**src/hw/rtl/lcs_pkg.sv**
```systemverilog
// Shared widths and sequencer codes for the combination stepper.
`default_nettype none

package lcs_pkg;

    // Stored element value: wide enough for any universe the 9-bit register can name.
    localparam int VAL_W     = 9;
    // Compare width for value + k against position + n.
    localparam int CMP_W     = 11;

    localparam int KSIZE_W   = 5;
    localparam int NSIZE_W   = 9;
    localparam int CFG_IDX_W = 1;
    localparam int CFG_DAT_W = 9;

    localparam int STEP_W    = 16;
    localparam int ELEM_W    = 8;
    localparam int POS_W     = 4;
    localparam int M_DATA_W  = 16;

    // Configuration register indexes.
    localparam logic [CFG_IDX_W-1:0] REG_SUBSET_SIZE   = 1'b0;
    localparam logic [CFG_IDX_W-1:0] REG_UNIVERSE_SIZE = 1'b1;

    // Request kinds.
    localparam logic KIND_RESTART = 1'b0;
    localparam logic KIND_ADVANCE = 1'b1;

    // Sequencer states.
    localparam int ST_W = 3;
    localparam logic [ST_W-1:0] ST_IDLE    = 3'd0;
    localparam logic [ST_W-1:0] ST_SCAN_RD = 3'd1;
    localparam logic [ST_W-1:0] ST_SCAN_CK = 3'd2;
    localparam logic [ST_W-1:0] ST_FILL    = 3'd3;
    localparam logic [ST_W-1:0] ST_EMIT_RD = 3'd4;
    localparam logic [ST_W-1:0] ST_EMIT_LD = 3'd5;
    localparam logic [ST_W-1:0] ST_EMIT_WT = 3'd6;

endpackage

`default_nettype wire

```
**src/hw/rtl/lcs_ram.sv**
```systemverilog
// Generic single-write, single-read RAM with registered read data.
`default_nettype none

module lcs_ram #(
    parameter int WIDTH = 8,
    parameter int DEPTH = 16
) (
    input  wire logic                                      aclk,
    input  wire logic                                      wr_en,
    input  wire logic [((DEPTH > 1) ? $clog2(DEPTH) : 1)-1:0] wr_addr,
    input  wire logic [WIDTH-1:0]                          wr_data,
    input  wire logic [((DEPTH > 1) ? $clog2(DEPTH) : 1)-1:0] rd_addr,
    output logic      [WIDTH-1:0]                          rd_data
);

    logic [WIDTH-1:0] mem [DEPTH];

    always_ff @(posedge aclk) begin
        if (wr_en) begin
            mem[wr_addr] <= wr_data;
        end
        rd_data <= mem[rd_addr];
    end

endmodule

`default_nettype wire

```
**src/hw/rtl/lexicographic_combination_stepper.sv**
```systemverilog
// Restart: streams the k elements, each through the EMIT_RD, EMIT_LD and EMIT_WT states.
// Advance: each successor step reads and checks positions from the right (SCAN_RD, SCAN_CK),
//   then refills each later position in FILL; the combination is then emitted as on restart.
// Throughput: one request at a time; s_tready is high only between requests.
// Pace is set by the single read port of the combination RAM and one shared comparator.
// Reset (aresetn low, synchronous): k = 1, n = 256, combination reads as 0,1,2,...
`default_nettype none

module lexicographic_combination_stepper #(
    parameter int MAX_SUBSET   = 16,
    parameter int MAX_UNIVERSE = 256
) (
    input  wire logic                            aclk,
    input  wire logic                            aresetn,
    // configuration write channel
    input  wire logic                            cfg_valid,
    output logic                                 cfg_ready,
    input  wire logic [lcs_pkg::CFG_IDX_W-1:0]   cfg_index,
    input  wire logic [lcs_pkg::CFG_DAT_W-1:0]   cfg_data,
    // request channel
    input  wire logic                            s_tvalid,
    output logic                                 s_tready,
    input  wire logic [lcs_pkg::STEP_W-1:0]      s_tdata,   // [15:0] step_count
    input  wire logic                            s_tuser,   // [0] kind
    // result channel
    output logic                                 m_tvalid,
    input  wire logic                            m_tready,
    output logic      [lcs_pkg::M_DATA_W-1:0]    m_tdata,   // [7:0] element, [11:8] position
    output logic                                 m_tlast,
    output logic                                 m_tuser    // [0] exhausted
);

    import lcs_pkg::*;

    localparam int IDX_W = (MAX_SUBSET > 1) ? $clog2(MAX_SUBSET) : 1;
    localparam int K_W   = $clog2(MAX_SUBSET + 1);

    logic [ST_W-1:0]       state_reg, state_next;
    logic [IDX_W-1:0]      idx_reg, idx_next;
    logic [STEP_W-1:0]     steps_reg, steps_next;
    logic [VAL_W-1:0]      fill_reg, fill_next;
    logic                  exh_reg, exh_next;
    logic [MAX_SUBSET-1:0] valid_reg, valid_next;
    logic [KSIZE_W-1:0]    subset_size_reg;
    logic [NSIZE_W-1:0]    universe_size_reg;
    logic                  m_valid_reg, m_valid_next;
    logic [ELEM_W-1:0]     m_elem_reg, m_elem_next;
    logic [POS_W-1:0]      m_pos_reg, m_pos_next;
    logic                  m_last_reg, m_last_next;

    logic [K_W-1:0]        k_eff;
    logic [NSIZE_W-1:0]    n_eff;
    logic [IDX_W-1:0]      k_last;
    logic [VAL_W-1:0]      ram_rdata;
    logic [VAL_W-1:0]      cur_val;
    logic                  below_ceiling;
    logic                  wr_en;
    logic [VAL_W-1:0]      wr_data;
    logic                  is_last_pos;

    // Clamp the configured sizes to what the storage supports.
    always_comb begin
        if (subset_size_reg == '0) begin
            k_eff = K_W'(1);
        end else if (int'(subset_size_reg) > MAX_SUBSET) begin
            k_eff = K_W'(MAX_SUBSET);
        end else begin
            k_eff = K_W'(subset_size_reg);
        end
        if (int'(universe_size_reg) > MAX_UNIVERSE) begin
            n_eff = NSIZE_W'(MAX_UNIVERSE);
        end else begin
            n_eff = universe_size_reg;
        end
    end

    assign k_last      = IDX_W'(k_eff - K_W'(1));
    assign is_last_pos = (idx_reg == k_last);

    lcs_ram #(
        .WIDTH (VAL_W),
        .DEPTH (MAX_SUBSET)
    ) u_comb_ram (
        .aclk    (aclk),
        .wr_en   (wr_en),
        .wr_addr (idx_reg),
        .wr_data (wr_data),
        .rd_addr (idx_reg),
        .rd_data (ram_rdata)
    );

    // An entry not written since restart reads as its own position.
    assign cur_val = valid_reg[idx_reg] ? ram_rdata : VAL_W'(idx_reg);

    // value < i + n - k, rearranged to stay non-negative
    assign below_ceiling = (CMP_W'(cur_val) + CMP_W'(k_eff)) <
                           (CMP_W'(idx_reg) + CMP_W'(n_eff));

    assign cfg_ready = 1'b1;
    assign s_tready  = (state_reg == ST_IDLE);
    assign m_tvalid  = m_valid_reg;
    assign m_tdata   = {{(M_DATA_W - ELEM_W - POS_W){1'b0}}, m_pos_reg, m_elem_reg};
    assign m_tlast   = m_last_reg;
    assign m_tuser   = exh_reg;

    always_comb begin
        state_next   = state_reg;
        idx_next     = idx_reg;
        steps_next   = steps_reg;
        fill_next    = fill_reg;
        exh_next     = exh_reg;
        valid_next   = valid_reg;
        m_valid_next = m_valid_reg;
        m_elem_next  = m_elem_reg;
        m_pos_next   = m_pos_reg;
        m_last_next  = m_last_reg;
        wr_en        = 1'b0;
        wr_data      = fill_reg + VAL_W'(1);

        case (state_reg)
            ST_IDLE: begin
                if (s_tvalid) begin
                    exh_next = 1'b0;
                    if (s_tuser == KIND_RESTART) begin
                        valid_next = '0;
                        idx_next   = '0;
                        state_next = ST_EMIT_RD;
                    end else if (s_tdata == '0) begin
                        idx_next   = '0;
                        state_next = ST_EMIT_RD;
                    end else begin
                        steps_next = s_tdata;
                        idx_next   = k_last;
                        state_next = ST_SCAN_RD;
                    end
                end
            end
            ST_SCAN_RD: begin
                state_next = ST_SCAN_CK;
            end
            ST_SCAN_CK: begin
                if (below_ceiling) begin
                    wr_en               = 1'b1;
                    wr_data             = cur_val + VAL_W'(1);
                    valid_next[idx_reg] = 1'b1;
                    fill_next           = cur_val + VAL_W'(1);
                    if (is_last_pos) begin
                        steps_next = steps_reg - STEP_W'(1);
                        if (steps_reg == STEP_W'(1)) begin
                            idx_next   = '0;
                            state_next = ST_EMIT_RD;
                        end else begin
                            idx_next   = k_last;
                            state_next = ST_SCAN_RD;
                        end
                    end else begin
                        idx_next   = idx_reg + IDX_W'(1);
                        state_next = ST_FILL;
                    end
                end else if (idx_reg == '0) begin
                    // last combination reached: hold state, flag it
                    exh_next   = 1'b1;
                    state_next = ST_EMIT_RD;
                end else begin
                    idx_next   = idx_reg - IDX_W'(1);
                    state_next = ST_SCAN_RD;
                end
            end
            ST_FILL: begin
                wr_en               = 1'b1;
                valid_next[idx_reg] = 1'b1;
                fill_next           = fill_reg + VAL_W'(1);
                if (is_last_pos) begin
                    steps_next = steps_reg - STEP_W'(1);
                    if (steps_reg == STEP_W'(1)) begin
                        idx_next   = '0;
                        state_next = ST_EMIT_RD;
                    end else begin
                        idx_next   = k_last;
                        state_next = ST_SCAN_RD;
                    end
                end else begin
                    idx_next = idx_reg + IDX_W'(1);
                end
            end
            ST_EMIT_RD: begin
                state_next = ST_EMIT_LD;
            end
            ST_EMIT_LD: begin
                m_valid_next = 1'b1;
                m_elem_next  = cur_val[ELEM_W-1:0];
                m_pos_next   = POS_W'(idx_reg);
                m_last_next  = is_last_pos;
                state_next   = ST_EMIT_WT;
            end
            ST_EMIT_WT: begin
                if (m_tready) begin
                    m_valid_next = 1'b0;
                    if (m_last_reg) begin
                        state_next = ST_IDLE;
                    end else begin
                        idx_next   = idx_reg + IDX_W'(1);
                        state_next = ST_EMIT_RD;
                    end
                end
            end
            default: begin
                state_next = ST_IDLE;
            end
        endcase
    end

    always_ff @(posedge aclk) begin
        if (!aresetn) begin
            state_reg         <= ST_IDLE;
            idx_reg           <= '0;
            steps_reg         <= '0;
            exh_reg           <= 1'b0;
            valid_reg         <= '0;
            m_valid_reg       <= 1'b0;
            subset_size_reg   <= KSIZE_W'(1);
            universe_size_reg <= NSIZE_W'(256);
        end else begin
            state_reg   <= state_next;
            idx_reg     <= idx_next;
            steps_reg   <= steps_next;
            exh_reg     <= exh_next;
            valid_reg   <= valid_next;
            m_valid_reg <= m_valid_next;
            if (cfg_valid) begin
                case (cfg_index)
                    REG_SUBSET_SIZE:   subset_size_reg   <= cfg_data[KSIZE_W-1:0];
                    REG_UNIVERSE_SIZE: universe_size_reg <= cfg_data[NSIZE_W-1:0];
                    default: begin
                    end
                endcase
            end
        end
    end

    always_ff @(posedge aclk) begin
        fill_reg   <= fill_next;
        m_elem_reg <= m_elem_next;
        m_pos_reg  <= m_pos_next;
        m_last_reg <= m_last_next;
    end

endmodule

`default_nettype wire
```
**config.mk**
```make
export PLATFORM = sky130hd
export DESIGN_NAME = lexicographic_combination_stepper
export DESIGN_NICKNAME = d
export VERILOG_FILES = /design/src/hw/rtl/lcs_pkg.sv /design/src/hw/rtl/lcs_ram.sv /design/src/hw/rtl/lexicographic_combination_stepper.sv
export SDC_FILE = /design/constraint.sdc
export NUM_CORES = 1
export LEC_CHECK = 0
export BUFFER_PORTS_ARGS = -buffer_cell sky130_fd_sc_hd__buf_2
export CAP_MARGIN = 20
export CORE_MARGIN = 4
export CORE_UTILIZATION = 37
export CTS_CLUSTER_SIZE = 14
export DETAILED_ROUTE_END_ITERATION = 16
export GPL_TIMING_DRIVEN = 0
export HOLD_SLACK_MARGIN = 0.1
export PLACE_DENSITY = 0.55
export SLEW_MARGIN = 15
export SYNTH_ARGS = -nofsm -noshare
export SYNTH_HDL_FRONTEND = slang
export SYNTH_SLANG_ARGS = --single-unit
```
**constraint.sdc**
```tcl
create_clock -name aclk -period 16.87 [get_ports aclk]
set_clock_uncertainty 0.15 [all_clocks]
set_input_delay 2.5305 -clock aclk [delete_from_list [all_inputs] [get_ports aclk]]
set_output_delay 2.5305 -clock aclk [all_outputs]
set_load 0.02 [all_outputs]
```
Word-level counts from Yosys, hierarchy flattened
Memories as Yosys holds them, arrays and structs flattened. A register that Yosys moved wholly into a read port is not among the register bits.
Index checks and enable logic that the tools add are counted.
{ "totals": {"regBits": 77, "ram_bits": 144, "output_inout_bits": 21, "wordCells": 119, "mem_count": 1} }
{ "classes": {"addsub": 8, "n_lt_le_gt_ge": 5, "eq_ne": 19, "n_mux": 53, "n_bitwise": 2, "n_reduce_logical": 19} }
{ "memory_table": {"columns": ["memory", "depth", "word_bits", "read_ports", "rd_clocked_by_memory_dff", "wr", "line_no", "source"], "rows": [
  ["u_comb_ram.mem", 16, 9, 1, 1, 1, "lcs_ram.sv:16", "logic [WIDTH-1:0] mem [DEPTH];"]
]} }
{ "op_table": {"columns": ["operator", "n"], "rows": [
  ["16-bit two-way mux", 8],
  ["16-bit case mux with 3 select lines", 2],
  ["9-bit two-way mux", 5],
  ["4-bit two-way mux", 9],
  ["3-bit two-way mux", 10],
  ["3-bit case mux with 7 select lines", 1],
  ["9-bit by 1-bit adder with 9-bit output (second input constant)", 2],
  ["2-bit inequality test (second input constant)", 9],
  ["9-bit case mux with 2 select lines", 1],
  ["16-bit by 1-bit == test with 1-bit output (second input constant)", 1],
  ["16-bit logical NOT", 1],
  ["16-bit bitwise OR", 1],
  ["4-bit case mux with 4 select lines", 1],
  ["16-bit by 1-bit subtractor with 16-bit output (second input constant)", 1],
  ["4-bit by 9-bit adder with 10-bit output", 1],
  ["9-bit by 5-bit adder with 10-bit output", 1],
  ["10-bit less-than comparator", 1],
  ["5-bit two-way mux", 2],
  ["5-bit AND reduction", 2],
  ["3-bit == test (second input constant)", 3],
  ["9-bit > comparator (second input constant)", 1],
  ["1-bit two-way mux", 9],
  ["2-bit AND reduction", 4],
  ["4-bit AND reduction", 2],
  ["22 further kinds", 28]
]} }

Longest topological paths before layout
{ "depth": {"ltp_word": 9, "mapped_depth": 25, "mapped_depth_nobuf": 22} }

By module
From an unflattened synthesis, not the netlist that was laid out.
{ "hier_totals": {"hier_cells": 903, "area_unflattened_um2": 11159.5} }
{ "modules_own_cells": {"columns": ["mod", "instances", "cells_per_inst", "area_each_um2", "seq_area_each_um2"], "rows": [
  ["lcs_ram", 1, 254, 5780.5, 4504.3],
  ["lexicographic_combination_stepper", 1, 649, 5378.9, 1761.7]
]} }

Least setup slack after synthesis
Ideal clock, no wire load.
{ "synth_timing": {"path_kind": "reg2reg", "startpoint": "reg idx_reg[1]", "endpoint": "mem u_comb_ram.mem[1][0] (netlist name), enable pin", "arrival_time_ps": 5417, "setup_slack_ps": 10917, "path_stages_with_launch": 24, "path_buffers": 2, "period_less_slack_ps": 5953, "cell_sequence": "dfxtp_1 > buf_6 > mux4_2 > mux2i_4 > mux2i_4 > clkbuf_1 > a21oi_2 > inv_1 > ha_1 > ha_1 > o32ai_2 > a31oi_1 > o21ai_1 > xnor2_1 > and2_1 > ha_1 > a21o_1 > a21o_1 > a21o_1 > inv_1 > o211ai_1 > nand2_1 > nand2_1 > nor3_1"} }
{ "synth_via": {"elab_chain_cells": 9, "elab_cells_between_ends": 10} }
{ "synth_rtl": {"columns": ["item", "line_no", "source"], "rows": [
  ["start, declared", "lexicographic_combination_stepper.sv:39", "logic [IDX_W-1:0] idx_reg, idx_next;"],
  ["start signal, assigned", "lexicographic_combination_stepper.sv:225", "idx_reg <= idx_next;"],
  ["1-bit binary-select mux with 4-bit select", "lexicographic_combination_stepper.sv:93", "assign cur_val = valid_reg[idx_reg] ? ram_rdata : VAL_W'(idx_reg);"],
  ["1-bit two-way mux (implied by the code)", "lexicographic_combination_stepper.sv:93", null],
  ["9-bit two-way mux", "lexicographic_combination_stepper.sv:93", null],
  ["named net cur_val[0]", "lexicographic_combination_stepper.sv:55", "logic [VAL_W-1:0] cur_val;"],
  ["9-bit by 5-bit adder with 10-bit output", "lexicographic_combination_stepper.sv:96", "assign below_ceiling = (CMP_W'(cur_val) + CMP_W'(k_eff)) <"],
  ["10-bit less-than comparator", "lexicographic_combination_stepper.sv:96", null],
  ["1-bit two-way mux", "lexicographic_combination_stepper.sv:142", "if (below_ceiling) begin"],
  ["1-bit case mux with 2 select lines", "lexicographic_combination_stepper.sv:120", "case (state_reg)"],
  ["1-bit two-way mux", "lcs_ram.sv:19", "if (wr_en) begin"],
  ["1-bit two-way mux (implied by the code)", "lcs_ram.sv:20", "mem[wr_addr] <= wr_data;"],
  ["end, declared", "lcs_ram.sv:16", null]
]} }
The timed path passes the listed nets, and every way through them passes these cells. The select of a mux whose other input is x is not followed.

Final worst setup path
{ "layout_timing": {"startpoint": "reg idx_reg[1]", "endpoint": "mem u_comb_ram.mem[14][5] (netlist name), enable pin"} }
The elaborated chain is that of the path after synthesis.

==> metrics.md <==
| Metric | Value |
|---|---|
| Synth top cells by count | edfxtp_1 (166), nand2_1 (74), nor2_1 (74) |
| TritonRoute pass-1 iters | 5 |
| Crit-path slowest cell | nor2_1 |
| N_diodes | 0 |
| Synth Flop Type | edfxtp_1 |
| HP Class | reg2reg |
| Post-Syn Area per Cell | ~12 µm² |
| Met2 Track Usage GR | 25.8% |
| Max Slew Vio Count | 0 |
| Ports | 53 |
| Sink Count | 230 |
| Via/cell ratio | 5.41 |
| Grt total ovfl | 0 |
| Filler cells | 2817 |
| Core area | ~0.030 mm² |
| Setup Fix Bufs, Post-CTS | 0 |
| Total wire length | 27900 µm |
| Post-Syn Area | 0.0113 mm² |
| Wire length per cell | 19.9 µm |
| Starting DRT DRC Count | 585 |
| Clock Latency Late Sink | 0.54 ns |
| Max stage delay on crit path | 0.84 ns |
| Yosys cell types | 72 |
| Gr usage total | 16.6% |
| TritonCTS clock tree | done |
| Fmax | 132 MHz |
| Lkg Pwr | around 4.5 nW |
| Cell taking the most area after synthesis | edfxtp_1 |
| Initial Util | 37.8% |
| CTS clock-pin slew for the worst setup and hold paths | ~0.060 ns |
| Required time of the worst setup path | between 15 and 20 ns |
| RSZ-0062 raised after global routing | no |
| Worst hold slack | roughly 0.29 ns |
| Final worst path period share | between 40% and 50% |
| Cts bufs inserted | 26 |
| Clock buffer depth | 3 |
| Gr busiest metal | met2 |
| Area of the multi-input gates | 0.00466 mm² |
| Rows | 63 |
| HPWL Detailed | 20100 µm |
| Critical Path Start Type | register |
| Worst VDD drop | 0.0756 mV |
| Die X | 182 µm |
| Largest net degree at the start of global routing | 17 |
| Relative slew slack | 29.0% |
| First-pass GRT wire length | 44000 µm |
| Worst Path Arrival | 7.55 ns |
| GP Congestion | 0.858 |
| Synth top area share | roughly 44% |
| Post-synthesis cell count | 904 |
| Setup TNS | 0 ns |
| Status | completed |
| Yosys reg bits | 230 |
| Post-DRT Antenna Nets | 0 |
| Min cycle time layout | 7.55 ns |
| Fin. Hold Viols | 0 |
| Chip height | 182 µm |
| Synth top area cells | edfxtp_1 (44%), dfxtp_1 (11%), mux4_2 (10%) |
| Pwr dens | 172 mW/mm² |
| Post-synth EDFFs | about 170 |
| Nets | 1049 |
| GR Layer Usage met3 | 1.97% |
| Setup violations, final | 0 |
| Max reg flops | between 100 and 150 |
| Root Buffer | clkbuf_16 |
| Met1 Usage GRT | between 20% and 30% |
| Die area | 0.0333 mm² |
| Crit path cell chain | buf_6 -> mux4_2 -> mux2i_4 -> mux2i_4 -> clkbuf_1 -> a21oi_2 -> inv_1 -> ha_1 -> ha_1 -> o32ai_2 -> a31oi_1 -> o21ai_1 -> xnor2_1 -> and2_1 -> ha_1 -> a21o_1 -> a21o_1 -> a21o_1 -> inv_1 -> o211ai_1 -> nand2_1 -> nand2_1 -> nor2_1 |
| Design area | 0.0129 mm² |
| FF/Latch Area | 0.00627 mm² |
| Placed cell area | 0.0121 mm² |
| CTS H-tree depth | 1 |
| Most common cell in the synthesized netlist | edfxtp_1 |
| Crit-path max FO | 15 |
| Placed Cells | 1352 |
| CTS resizes | 0 |
| Post-route DRC | 0 |
| Final Non-Filler Cells | 1399 |
| Measured slew at the worst slew-check pin | 1.05 ns |
| Max capacitance violation total | 0 |
| Crit Path Category | reg2reg |
| Post-synth ARST share | 0% |
| Tot Pwr | between 0.002 and 0.0025 W |
| Sequential area share after synthesis | 55.6% |
| Layout cells sized above 1 | 19.6% |
| Synthesis Warnings | 0 |
| Area grow syn2layout | 14.9% |
| Via count | 7568 |
| CP Capture Type | register |
| Buffers on Ports | 46 |
| Number of global-route vias before repair | 7479 |
| Initial antenna violation count | 0 |
| Hold Buf Count CTS | 0 |
==> cell usage in the layout, fill, tap and decap left out, types with 5 or more instances in the layout <==
master,n
a21o_1,8
a21oi_1,72
a31oi_1,8
and2_1,9
buf_1,6
buf_2,48
buf_4,13
clkbuf_1,38
clkbuf_16,26
clkinv_1,5
clkinv_2,6
conb_1,6
dfxtp_1,64
edfxtp_1,166
ha_1,25
inv_1,36
mux2i_1,12
mux4_2,50
nand2_1,74
nand2b_1,12
nand3_1,19
nand4_1,8
nor2_1,74
nor2b_1,9
nor3_1,13
nor4_1,14
o211ai_1,5
o21a_1,6
o21ai_0,30
o21ai_1,6
o221a_1,5
o32ai_2,11
xnor2_1,17
xor2_1,13
==> per-layer routing <==
metal | part of all wire [%] | vias up
li1 | - | 3589
met3 | 4.6 | 27
met5 | 0 | -
met2 | 46 | 188
met1 | 48 | 3764
met4 | 1.5 | 0
==> path summary, 6_finish.rpt <==
| kind | cells after the start | slack [ns] | end | from |
|---|---|---|---|---|
| worst max-delay path | 23 | 9.32 | u_comb_ram.mem[14][5] | idx_reg[1] |
| worst min-delay path | 2 | 0.29 | valid_reg[8] | valid_reg[8] |
| worst max register to register | 23 | 9.32 | u_comb_ram.mem[14][5] | idx_reg[1] |
| worst min register to register | 2 | 0.29 | valid_reg[8] | valid_reg[8] |
==> cell type report <==
cell class | count | share of cell area [%]
Buffer | 54 | 1.90
Clock buffer | 26 | 5.03
Clock inverter | 20 | 1.44
Inverter | 39 | 1.13
Multi-Input combinational cell | 585 | 36.0
Sequential cell | 230 | 48.4
Tap cell | 390 | 3.77
Timing Repair Buffer | 55 | 2.33
==> critical path: cells and delay by family (launching register included) <==
| family | cells | cell delay, ns |
|---|---|---|
| xor gates and xnor gates | 1 | 0.08 |
| DFF | 1 | 0.67 |
| AOI/OAI and AO/OA | 8 | 1.81 |
| muxes | 3 | 1.06 |
| buffers and inverters | 4 | 0.77 |
| and+or+nand+nor | 4 | 1.98 |
| adders and majority gates | 3 | 0.63 |
==> metrics by stage <==
stage / worst slack, ns / utilization, %
CTS: 9.29 / 43.4
global placement: 8.77 / 40.3
finish: 9.32 / 43.4
detailed placement: 9.28 / 40.6
global route: 8.97 / 43.4
floorplan: 10.92 / -
==> kinds of logic after synthesis <==
logic type | Yosys count | share of synthesized area, %
muxes | 71 | 12.4
buffers and inverters | 93 | 3.49
and+or+nand+nor | 255 | 10.8
AOI/OAI and AO/OA | 196 | 12.2
adders and majority gates | 26 | 2.96
xor gates and xnor gates | 31 | 2.48
other | 2 | 0.0667
DFF | 230 | 55.6
==> power by group <==
| part | switching [W] | internal [W] |
|---|---|---|
| Combinational | 0.000541 | 0.000315 |
| Sequential | 0.0000514 | 0.000766 |
| Clock | 0.000234 | 0.000315 |
(Power assumes the default switching activity.)
